--- src/rtl/sgc_pkg.sv ---
// Shared constants, register codes and pipeline payload types of the SDF glyph coverage block.
`default_nettype none

package sgc_pkg;

	localparam int SAMPLE_W   = 8;
	localparam int ALPHA_W    = 9;
	localparam int CFG_IDX_W  = 2;
	localparam int BAND_W     = 9;
	localparam int SQ_W       = 18;
	localparam int COEF_W     = 11;
	localparam int CUBE_W     = 27;
	localparam int REM_W      = 36;
	localparam int DIV_STAGES = 9;

	localparam logic [ALPHA_W-1:0] ALPHA_ONE = 9'd256;

	localparam logic [SAMPLE_W-1:0] EDGE_RESET   = 8'd128;
	localparam logic [SAMPLE_W-1:0] SMOOTH_RESET = 8'd26;
	localparam logic [SAMPLE_W-1:0] SPAN_RESET   = 8'd0;

	typedef enum logic [CFG_IDX_W-1:0] {
		REG_EDGE_LEVEL      = 2'd0,
		REG_SMOOTHING_WIDTH = 2'd1,
		REG_OUTLINE_SPAN    = 2'd2
	} cfg_reg_t;

	typedef struct packed {
		logic [SAMPLE_W-1:0] edge_level;
		logic [SAMPLE_W-1:0] smoothing_width;
		logic [SAMPLE_W-1:0] outline_span;
	} cfg_t;

	// hard: zero smoothing, lt_*: sample below the band centre, no_ring: zero span.
	typedef struct packed {
		logic hard;
		logic lt_in;
		logic lt_out;
		logic no_ring;
	} flags_t;

	typedef struct packed {
		logic [BAND_W-1:0] n_in;
		logic [BAND_W-1:0] n_out;
		logic [BAND_W-1:0] band;
		flags_t            flags;
	} s1_t;

	typedef struct packed {
		logic [SQ_W-1:0]   nn_in;
		logic [SQ_W-1:0]   nn_out;
		logic [COEF_W-1:0] cf_in;
		logic [COEF_W-1:0] cf_out;
		logic [SQ_W-1:0]   band_sq;
		logic [BAND_W-1:0] band;
		flags_t            flags;
	} s2_t;

	typedef struct packed {
		logic [CUBE_W-1:0] num_in;
		logic [CUBE_W-1:0] num_out;
		logic [CUBE_W-1:0] den;
		flags_t            flags;
	} s3_t;

	typedef struct packed {
		logic [REM_W-1:0]   rem_in;
		logic [REM_W-1:0]   rem_out;
		logic [ALPHA_W-1:0] q_in;
		logic [ALPHA_W-1:0] q_out;
		logic [REM_W-1:0]   dsh;
		flags_t             flags;
	} div_t;

endpackage

`default_nettype wire

--- src/rtl/sgc_sample_if.sv ---
// Distance sample stream channel.
`default_nettype none

interface sgc_sample_if;
	import sgc_pkg::*;

	logic                valid;
	logic                ready;
	logic [SAMPLE_W-1:0] distance_sample;

	modport source (output valid, distance_sample, input ready);
	modport sink (input valid, distance_sample, output ready);
endinterface

`default_nettype wire

--- src/rtl/sgc_front.sv ---
// Front stages: band position, squares, cubic numerator and denominator, rounded dividend.
`default_nettype none

module sgc_front
	import sgc_pkg::*;
(
	input  wire         clk,
	input  wire         arst_n,
	input  cfg_t        regs,
	sgc_sample_if.sink  sample,
	output logic        dn_valid,
	input  wire         dn_ready,
	output div_t        dn_data
);

	logic vld_s1, vld_s2, vld_s3, vld_s4;
	logic rdy1, rdy2, rdy3, rdy4;
	s1_t  d_s1, d1_nxt;
	s2_t  d_s2, d2_nxt;
	s3_t  d_s3, d3_nxt;
	div_t d_s4, d4_nxt;

	logic signed [10:0] t_in, t_out;
	logic [BAND_W-1:0]  band;

	assign rdy4         = !vld_s4 || dn_ready;
	assign rdy3         = !vld_s3 || rdy4;
	assign rdy2         = !vld_s2 || rdy3;
	assign rdy1         = !vld_s1 || rdy2;
	assign sample.ready = rdy1;
	assign dn_valid     = vld_s4;
	assign dn_data      = d_s4;

	// Stage 1: sample position inside each band, clamped to 0..band.
	always_comb begin
		band = {regs.smoothing_width, 1'b0};
		t_in = $signed({3'b0, sample.distance_sample}) - $signed({3'b0, regs.edge_level})
			+ $signed({3'b0, regs.smoothing_width});
		t_out = t_in - $signed({3'b0, regs.outline_span});
		if (t_in < 0)
			d1_nxt.n_in = '0;
		else if (t_in > $signed({2'b0, band}))
			d1_nxt.n_in = band;
		else
			d1_nxt.n_in = t_in[BAND_W-1:0];
		if (t_out < 0)
			d1_nxt.n_out = '0;
		else if (t_out > $signed({2'b0, band}))
			d1_nxt.n_out = band;
		else
			d1_nxt.n_out = t_out[BAND_W-1:0];
		d1_nxt.band          = band;
		d1_nxt.flags.hard    = (regs.smoothing_width == '0);
		d1_nxt.flags.lt_in   = (sample.distance_sample < regs.edge_level);
		d1_nxt.flags.lt_out  = ({1'b0, sample.distance_sample}
			< ({1'b0, regs.edge_level} + {1'b0, regs.outline_span}));
		d1_nxt.flags.no_ring = (regs.outline_span == '0);
	end

	// Stage 2: n squared, the (3D - 2n) factor and D squared.
	always_comb begin
		d2_nxt.nn_in   = SQ_W'(d_s1.n_in) * SQ_W'(d_s1.n_in);
		d2_nxt.nn_out  = SQ_W'(d_s1.n_out) * SQ_W'(d_s1.n_out);
		d2_nxt.cf_in   = COEF_W'(3) * COEF_W'(d_s1.band) - {1'b0, d_s1.n_in, 1'b0};
		d2_nxt.cf_out  = COEF_W'(3) * COEF_W'(d_s1.band) - {1'b0, d_s1.n_out, 1'b0};
		d2_nxt.band_sq = SQ_W'(d_s1.band) * SQ_W'(d_s1.band);
		d2_nxt.band    = d_s1.band;
		d2_nxt.flags   = d_s1.flags;
	end

	// Stage 3: the numerator never exceeds D cubed, so both fit the same width.
	always_comb begin
		d3_nxt.num_in  = CUBE_W'(d_s2.nn_in * d_s2.cf_in);
		d3_nxt.num_out = CUBE_W'(d_s2.nn_out * d_s2.cf_out);
		d3_nxt.den     = CUBE_W'(d_s2.band_sq * d_s2.band);
		d3_nxt.flags   = d_s2.flags;
	end

	// Stage 4: scale by 256 and add half the denominator for round-half-up.
	always_comb begin
		d4_nxt.rem_in  = {1'b0, d_s3.num_in, 8'b0} + {10'b0, d_s3.den[CUBE_W-1:1]};
		d4_nxt.rem_out = {1'b0, d_s3.num_out, 8'b0} + {10'b0, d_s3.den[CUBE_W-1:1]};
		d4_nxt.q_in    = '0;
		d4_nxt.q_out   = '0;
		d4_nxt.dsh     = {1'b0, d_s3.den, 8'b0};
		d4_nxt.flags   = d_s3.flags;
	end

	always_ff @(posedge clk or negedge arst_n) begin
		if (!arst_n) begin
			vld_s1 <= 1'b0;
			vld_s2 <= 1'b0;
			vld_s3 <= 1'b0;
			vld_s4 <= 1'b0;
		end else begin
			if (rdy1)
				vld_s1 <= sample.valid;
			if (rdy2)
				vld_s2 <= vld_s1;
			if (rdy3)
				vld_s3 <= vld_s2;
			if (rdy4)
				vld_s4 <= vld_s3;
		end
	end

	always_ff @(posedge clk) begin
		if (rdy1 && sample.valid)
			d_s1 <= d1_nxt;
		if (rdy2 && vld_s1)
			d_s2 <= d2_nxt;
		if (rdy3 && vld_s2)
			d_s3 <= d3_nxt;
		if (rdy4 && vld_s3)
			d_s4 <= d4_nxt;
	end

endmodule

`default_nettype wire

--- src/flat_wrapper.sv ---
// flat-port wrapper written by rule: the top's interface ports become plain ports
module sgc_front_flat import sgc_pkg::*;
  (clk, arst_n, regs, dn_valid, dn_ready, dn_data, sample_valid, sample_distance_sample, sample_ready);
  sgc_sample_if sample_i ();
  input  wire clk;
  input  wire arst_n;
  input  cfg_t regs;
  output logic dn_valid;
  input  wire dn_ready;
  output div_t dn_data;
  input wire logic [$bits(sample_i.valid)-1:0] sample_valid;
  input wire logic [$bits(sample_i.distance_sample)-1:0] sample_distance_sample;
  output wire logic [$bits(sample_i.ready)-1:0] sample_ready;
  assign sample_i.valid = sample_valid;
  assign sample_i.distance_sample = sample_distance_sample;
  assign sample_ready = sample_i.ready;
  sgc_front u_core (.clk(clk), .arst_n(arst_n), .regs(regs), .sample(sample_i), .dn_valid(dn_valid), .dn_ready(dn_ready), .dn_data(dn_data));
endmodule
--- config.mk ---
export PLATFORM = sky130hd
export DESIGN_NAME = sgc_front_flat
export DESIGN_NICKNAME = d
export VERILOG_FILES = /design/src/rtl/sgc_pkg.sv /design/src/rtl/sgc_sample_if.sv /design/src/rtl/sgc_front.sv /design/src/flat_wrapper.sv
export SDC_FILE = /design/constraint.sdc
export NUM_CORES = 2
export LEC_CHECK = 0
export ABC_CLOCK_PERIOD_IN_PS = 8130
export BUFFER_PORTS_ARGS = -buffer_cell sky130_fd_sc_hd__buf_2
export CAP_MARGIN = 40
export CORE_MARGIN = 10
export CORE_UTILIZATION = 40
export DETAILED_ROUTE_END_ITERATION = 6
export GPL_ROUTABILITY_DRIVEN = 0
export HOLD_SLACK_MARGIN = 0.15
export SLEW_MARGIN = 40
export SYNTH_ARGS = -nofsm -noshare
export SYNTH_HDL_FRONTEND = slang
export SYNTH_SLANG_ARGS = --single-unit
--- constraint.sdc ---
create_clock -name clk -period 8.13 [get_ports clk]
set_clock_uncertainty 0.1 [all_clocks]
set_input_delay 1.2195 -clock clk [delete_from_list [all_inputs] [get_ports clk]]
set_output_delay 1.2195 -clock clk [all_outputs]
set_load 0.03 [all_outputs]
# Word level (Yosys, flattened, before mapping)

Cells that the tools add are included.

Flip-flop bits (word level): 302
Input port bits: 36
Output and inout bits: 132
Logic and storage cells: 76

Add/sub/neg operators: 8
Multiply operators: 7
$lt $le $gt $ge: 6
Muxes and demuxes: 2
Reductions and logical operators: 16

Operators with widths:

| cell                                                                           | count |
|---|---|
| 35-bit by 26-bit adder with 36-bit output                                      | 2 |
| 18-bit by 11-bit multiplier with 27-bit output                                 | 2 |
| 9-bit by 9-bit multiplier with 18-bit output                                   | 2 |
| 16-bit by 8-bit multiplier with 24-bit output                                  | 1 |
| 11-bit by 10-bit > comparator with 1-bit output                                | 2 |
| 11-bit by 1-bit less-than comparator with 1-bit output (second input constant) | 2 |
| 11-bit by 10-bit subtractor with 11-bit output                                 | 2 |
| 9-bit two-way mux                                                              | 2 |
| 8-bit logical NOT                                                              | 2 |
| 8-bit by 8-bit multiplier with 16-bit output                                   | 1 |
| 11-bit by 9-bit subtractor with 11-bit output                                  | 1 |
| 9-bit by 9-bit adder with 10-bit output                                        | 1 |
| 2-bit by 8-bit multiplier with 10-bit output (first input constant)            | 1 |
| 8-bit by 8-bit adder with 9-bit output                                         | 1 |
| 8-bit by 9-bit less-than comparator with 1-bit output                          | 1 |
| 8-bit by 8-bit subtractor with 9-bit output                                    | 1 |
| 8-bit less-than comparator                                                     | 1 |
| 1-bit logical AND                                                              | 4 |
| 1-bit logical NOT                                                              | 4 |
| 1-bit logical OR                                                               | 4 |
| 2-bit OR reduction                                                             | 2 |

# Depth between registers and ports, before layout

Depth in word-level cells: 6
Depth in mapped cells: 27
Depth with buffers taken out: 26

# Least setup slack after synthesis

OpenSTA, ideal clock, no wires.

Kind: input port to flip-flop
Start: in sample_distance_sample[0]
End: reg u_core.d_s1[14] (netlist name), data pin
Library setup time: 273 ps
Arrival time: 5,663 ps
Required time: 7,757 ps
Slack: 2,095 ps
Stages on the path: 26
Buffers on the path: 1
Path through: inv_1 > ha_1 > fa_1 > nor2b_2 > o21ai_2 > a21boi_2 > o21ai_1 > nor2b_1 > xnor2_1 > ha_1 > o21a_1 > o31a_1 > a21oi_1 > ha_1 > nand2_1 > o21ai_1 > buf_2 > xnor2_1 > ha_1 > nand4_1 > nor2_1 > nand4_1 > o21a_1 > a41o_1 > a21oi_2 > mux2i_1

Cells in the longest elaborated chain, start to end: 5
Elaborated cells on any way between the ends: 6
Classes of those cells: add/sub (3); order compare (2); mux (1)

RTL lines:

| element                                           | line               | RTL |
|---|---|---|
| from (decl)                                       | flat_wrapper.sv:12 | `input wire logic [$bits(sample_i.distance_sample)-1:0] sample_distance_sample;` |
| 8-bit by 8-bit subtractor with 9-bit output (*)   | sgc_front.sv:37    | `t_in = $signed({3'b0, sample.distance_sample}) - $signed({3'b0, regs.edge_level})` |
| 9-bit by 9-bit adder with 10-bit output (*)       | sgc_front.sv:38    | `+ $signed({3'b0, regs.smoothing_width});` |
| 11-bit by 9-bit subtractor with 11-bit output (*) | sgc_front.sv:39    | `t_out = t_in - $signed({3'b0, regs.outline_span});` |
| 11-bit by 10-bit > comparator with 1-bit output   | sgc_front.sv:48    | `else if (t_out > $signed({2'b0, band}))` |
| 9-bit two-way mux                                 | sgc_front.sv:48    |  |
| to (signal assigned)                              | sgc_front.sv:109   | `d_s1 <= d1_nxt;` |
| to (decl)                                         | sgc_front.sv:18    | `s1_t d_s1, d1_nxt;` |

Every way passes the cells marked *; elsewhere a longest branch is shown, timed or not.
A chain may end at the register's enable or synchronous reset.

# Final worst setup path

Start: in regs[17] (netlist name)
End: reg u_core.d_s1[16] (netlist name), data pin

Cells in the longest elaborated chain, start to end: 5
Elaborated cells on any way between the ends: 6
Classes of those cells: add/sub (3); order compare (2); mux (1)

RTL lines:

| element                                           | line              | RTL |
|---|---|---|
| from (decl)                                       | flat_wrapper.sv:7 | `input cfg_t regs;` |
| 8-bit by 8-bit subtractor with 9-bit output (*)   | sgc_front.sv:37   |  |
| 9-bit by 9-bit adder with 10-bit output (*)       | sgc_front.sv:38   |  |
| 11-bit by 9-bit subtractor with 11-bit output (*) | sgc_front.sv:39   |  |
| 11-bit by 10-bit > comparator with 1-bit output   | sgc_front.sv:48   |  |
| 9-bit two-way mux                                 | sgc_front.sv:48   |  |

Marked as above.

==> flow_metrics.py <==
metrics = {
    "min_path": {
        "hp-class": "flip-flop to flip-flop",
        "min_from": "u_core.d3_nxt[2]",
    },
    "drt": {
        "wirelength_um": 70700,
        "drt_first_pass_iters": 5,
        "drc": 0,
        "drtAntennaViolNets": 0,
        "vias": 22000,
        "avgRoutedWirePerCell_um": 15.8,
        "drt_iter0_markers": 988,
        "vias_per_cell": 4.91,
    },
    "synth": {
        "synth.most_common_cell": "inv_1",
        "synth-edff-count": 272,
        "synthTopCellsByArea": "fa_1 25%, edfxtp_1 24%, ha_1 15%",
        "synth_area_per_cell_um2": 10.2,
        "synth_top_area_share": 0.248,
        "synth_area_mm2": 0.0334,
        "ys_seq_elements": 276,
        "synth_cell_types": 81,
        "yosysWarnings": 0,
        "ys.flop_type": "edfxtp_1",
        "synth_seq_area_share": 0.248,
        "synth_common_cells": "546 x inv_1, 413 x fa_1, 399 x ha_1, 307 x nand2_1, 294 x and2_1",
        "syn-instance-count": 3287,
        "synthArstFlopShare": 0.0145,
        "yosysTopAreaCell": "fa_1",
    },
    "sta": {
        "setup_viol": 0,
        "max_freq_ghz": 0.161,
        "maxSlewViolCount": 0,
        "tightest_slew_ns": 0.798,
        "period_needed_ns": 6.23,
        "setup_tns_ns": 0,
        "maxSlewHeadroom": 0.468,
        "min_period_over_period": 0.766,
        "finalHoldViolCount": 0,
        "rsz0062_at_grt": "no",
    },
    "setup_path": {
        "worstPathRequired_ns": 8.29,
        "cp-end-kind": "flip-flop",
        "path_max_fanout": 16,
        "start_kind": "input port",
        "r2r-start": "u_core.d_s2[36]",
        "worst-setup-path-type": "input port to flip-flop",
        "worstSetupStartpoint": "regs[17]",
        "cp.arrival_ns": 6.39,
    },
    "die": {
        "start_util": 0.405,
        "die-area_mm2": 0.0954,
        "core_area_mm2": 0.0824,
        "rows": 105,
        "fp.dieH_um": 309,
        "die_w_um": 309,
        "pin_count": 168,
    },
    "final_layout": {
        "antenna_cells": 0,
        "seqCellArea_mm2": 0.00827,
        "num-fill-cells": 7878,
        "multi_input_area_mm2": 0.0226,
        "layout-drive-gt1-share": 0.0698,
        "final_nets": 4236,
        "syn_to_final_growth_pct": 8.42,
    },
    "clock_tree": {
        "cts_tree": "built",
        "cts_hold_buffers": 0,
        "cts_buffer_depth": 3,
        "post_cts_resized": 0,
        "clkSlewWorstSetupHoldPaths_ns": 0.05,
        "clock-root-buffer": "clkbuf_16",
        "numCtsBuffers": 35,
        "clk_latency_ns": 0.54,
        "cts.sinks": 276,
        "htreeDepth": 2,
        "post_cts_buffers": 0,
    },
    "grt": {
        "grt_max_degree": 72,
        "grt_pass1_vias": 23200,
        "grt_use_total": 0.153,
        "grt_pass1_wl_um": 120000,
        "grt_overflow_total": 0,
        "antenna_found_initial": 1,
    },
    "run_status": {
        "outcome": "finished clean",
    },
    "place": {
        "dp_hpwl_um": 57900,
        "io_buffers": 133,
    },
    "flow_run": {
        "cap_violations": 0,
    },
}
kinds of logic after synthesis:
family | after synthesis | share of synthesized area
buffers and inverters | 658 | 0.0800
and+or+nand+nor | 933 | 0.140
other | 1 | 0.000112
AOI/OAI and AO/OA | 402 | 0.0802
adders and majority gates | 812 | 0.397
xor gates and xnor gates | 194 | 0.0511
muxes | 11 | 0.00341
DFF | 276 | 0.248
cell usage in the layout, fill, tap and decap left out, types with 5 or more instances in the layout:
| cell | netlist | routed |
|---|---|---|
| fa_1 | 413 | 413 |
| or2_2 | 12 | 12 |
| conb_1 | 1 | 34 |
| nand3_1 | 35 | 35 |
| and3_1 | 18 | 18 |
| o21a_1 | 17 | 17 |
| nor4_1 | 5 | 5 |
| a21oi_1 | 114 | 114 |
| nand4_1 | 10 | 10 |
| xnor2_1 | 135 | 135 |
| xor2_1 | 58 | 58 |
| a2111oi_0 | 5 | 5 |
| clkinv_1 | 4 | 10 |
| a211oi_1 | 19 | 19 |
| nand2b_1 | 16 | 16 |
| o21ai_0 | 70 | 70 |
| o21ai_1 | 11 | 11 |
| nor2_1 | 144 | 144 |
| o31ai_1 | 13 | 13 |
| o211ai_2 | 7 | 7 |
| buf_2 | 3 | 133 |
| mux2i_1 | 8 | 8 |
| inv_1 | 546 | 546 |
| bufinv_16 | 0 | 7 |
| and2_1 | 294 | 292 |
| or3_1 | 8 | 8 |
| nor3_1 | 28 | 28 |
| nand2_1 | 307 | 307 |
| edfxtp_1 | 272 | 272 |
| a31oi_1 | 6 | 6 |
| o311ai_0 | 7 | 7 |
| o21bai_1 | 27 | 27 |
| a21boi_0 | 8 | 8 |
| o211ai_1 | 13 | 13 |
| clkbuf_16 | 0 | 37 |
| nor2b_1 | 33 | 32 |
| ha_1 | 399 | 399 |
| a21o_1 | 39 | 39 |
worst max-delay path, stage by stage:
cell and delay, ns:
buf_2 0.14, inv_1 0.06, ha_1 0.27, nor2b_1 0.13, o21ai_0 0.22, a21boi_0 0.15
o21ai_0 0.25, a21boi_0 0.16, o21ai_0 0.17, nand2b_1 0.10, xor2_1 0.15, ha_1 0.31
o21a_1 0.11, o31a_1 0.13, a21oi_1 0.34, ha_1 0.33, a21oi_1 0.14, o21ai_1 0.07
buf_4 0.21, xnor2_1 0.15, ha_1 0.33, nand4_1 0.09, nor2_1 0.10, nand4_1 0.14
o21a_1 0.13, a41o_1 0.23, a21oi_2 0.39, mux2i_1 0.16
registers in the layout, summed over array words and instances (netlist names):
name             count
u_core.dn_data      82
u_core.d_s2         76
u_core.d_s3         52
u_core.d4_nxt       28
u_core.d_s1         18
u_core.d2_nxt       12
u_core.d3_nxt        4
u_core.dn_valid      1
u_core.vld_s1        1
u_core.vld_s2        1
u_core.vld_s3        1
area by class of cell:
class | count | share of cell area
clock buffers | 40 | 0.0259
clock inverters | 20 | 0.00785
inverters | 551 | 0.0572
multi-input cells | 2386 | 0.624
flip-flops and latches | 276 | 0.229
well taps | 1070 | 0.0370
repair buffers | 138 | 0.0197
through the flow:
stage	area (µm²)	instances	utilization	worst slack [ns]	hold WS (ns)
floorplan	33500	3320	-	2.09	0.300
global placement	35000	4421	0.424	1.50	0.300
detailed placement	35000	4421	0.424	1.35	0.307
CTS	36200	4481	0.439	1.92	0.321
global route	36200	4481	0.439	1.42	0.329
finish	36200	4481	0.439	1.90	0.318
metal layers:
| layer | GRT usage | up-vias | wire length [µm] |
|---|---|---|---|
| li1 | - | 10800 | - |
| met1 | 0.203 | 10700 | 32900 |
| met2 | 0.259 | 354 | 33200 |
| met3 | 0.0243 | 74 | 2950 |
| met4 | 0.0394 | 2 | 1650 |
| met5 | 0 | - | 7 |
final timing paths:
path	slack, ns	cells after the start	endpoint
setup / recovery	1.90	28	u_core.d_s1[16]
hold / removal	0.32	0	u_core.d4_nxt[2]
setup reg to reg	2.07	19	u_core.d_s3[57]
hold reg to reg	0.32	0	u_core.d4_nxt[2]
max in group asynchronous	7.44	1	u_core.dn_valid
min in group asynchronous	0.38	1	u_core.vld_s1
Power is not shown: default switching activity piles up to over one toggle a cycle in this logic, so the estimate is an artifact.
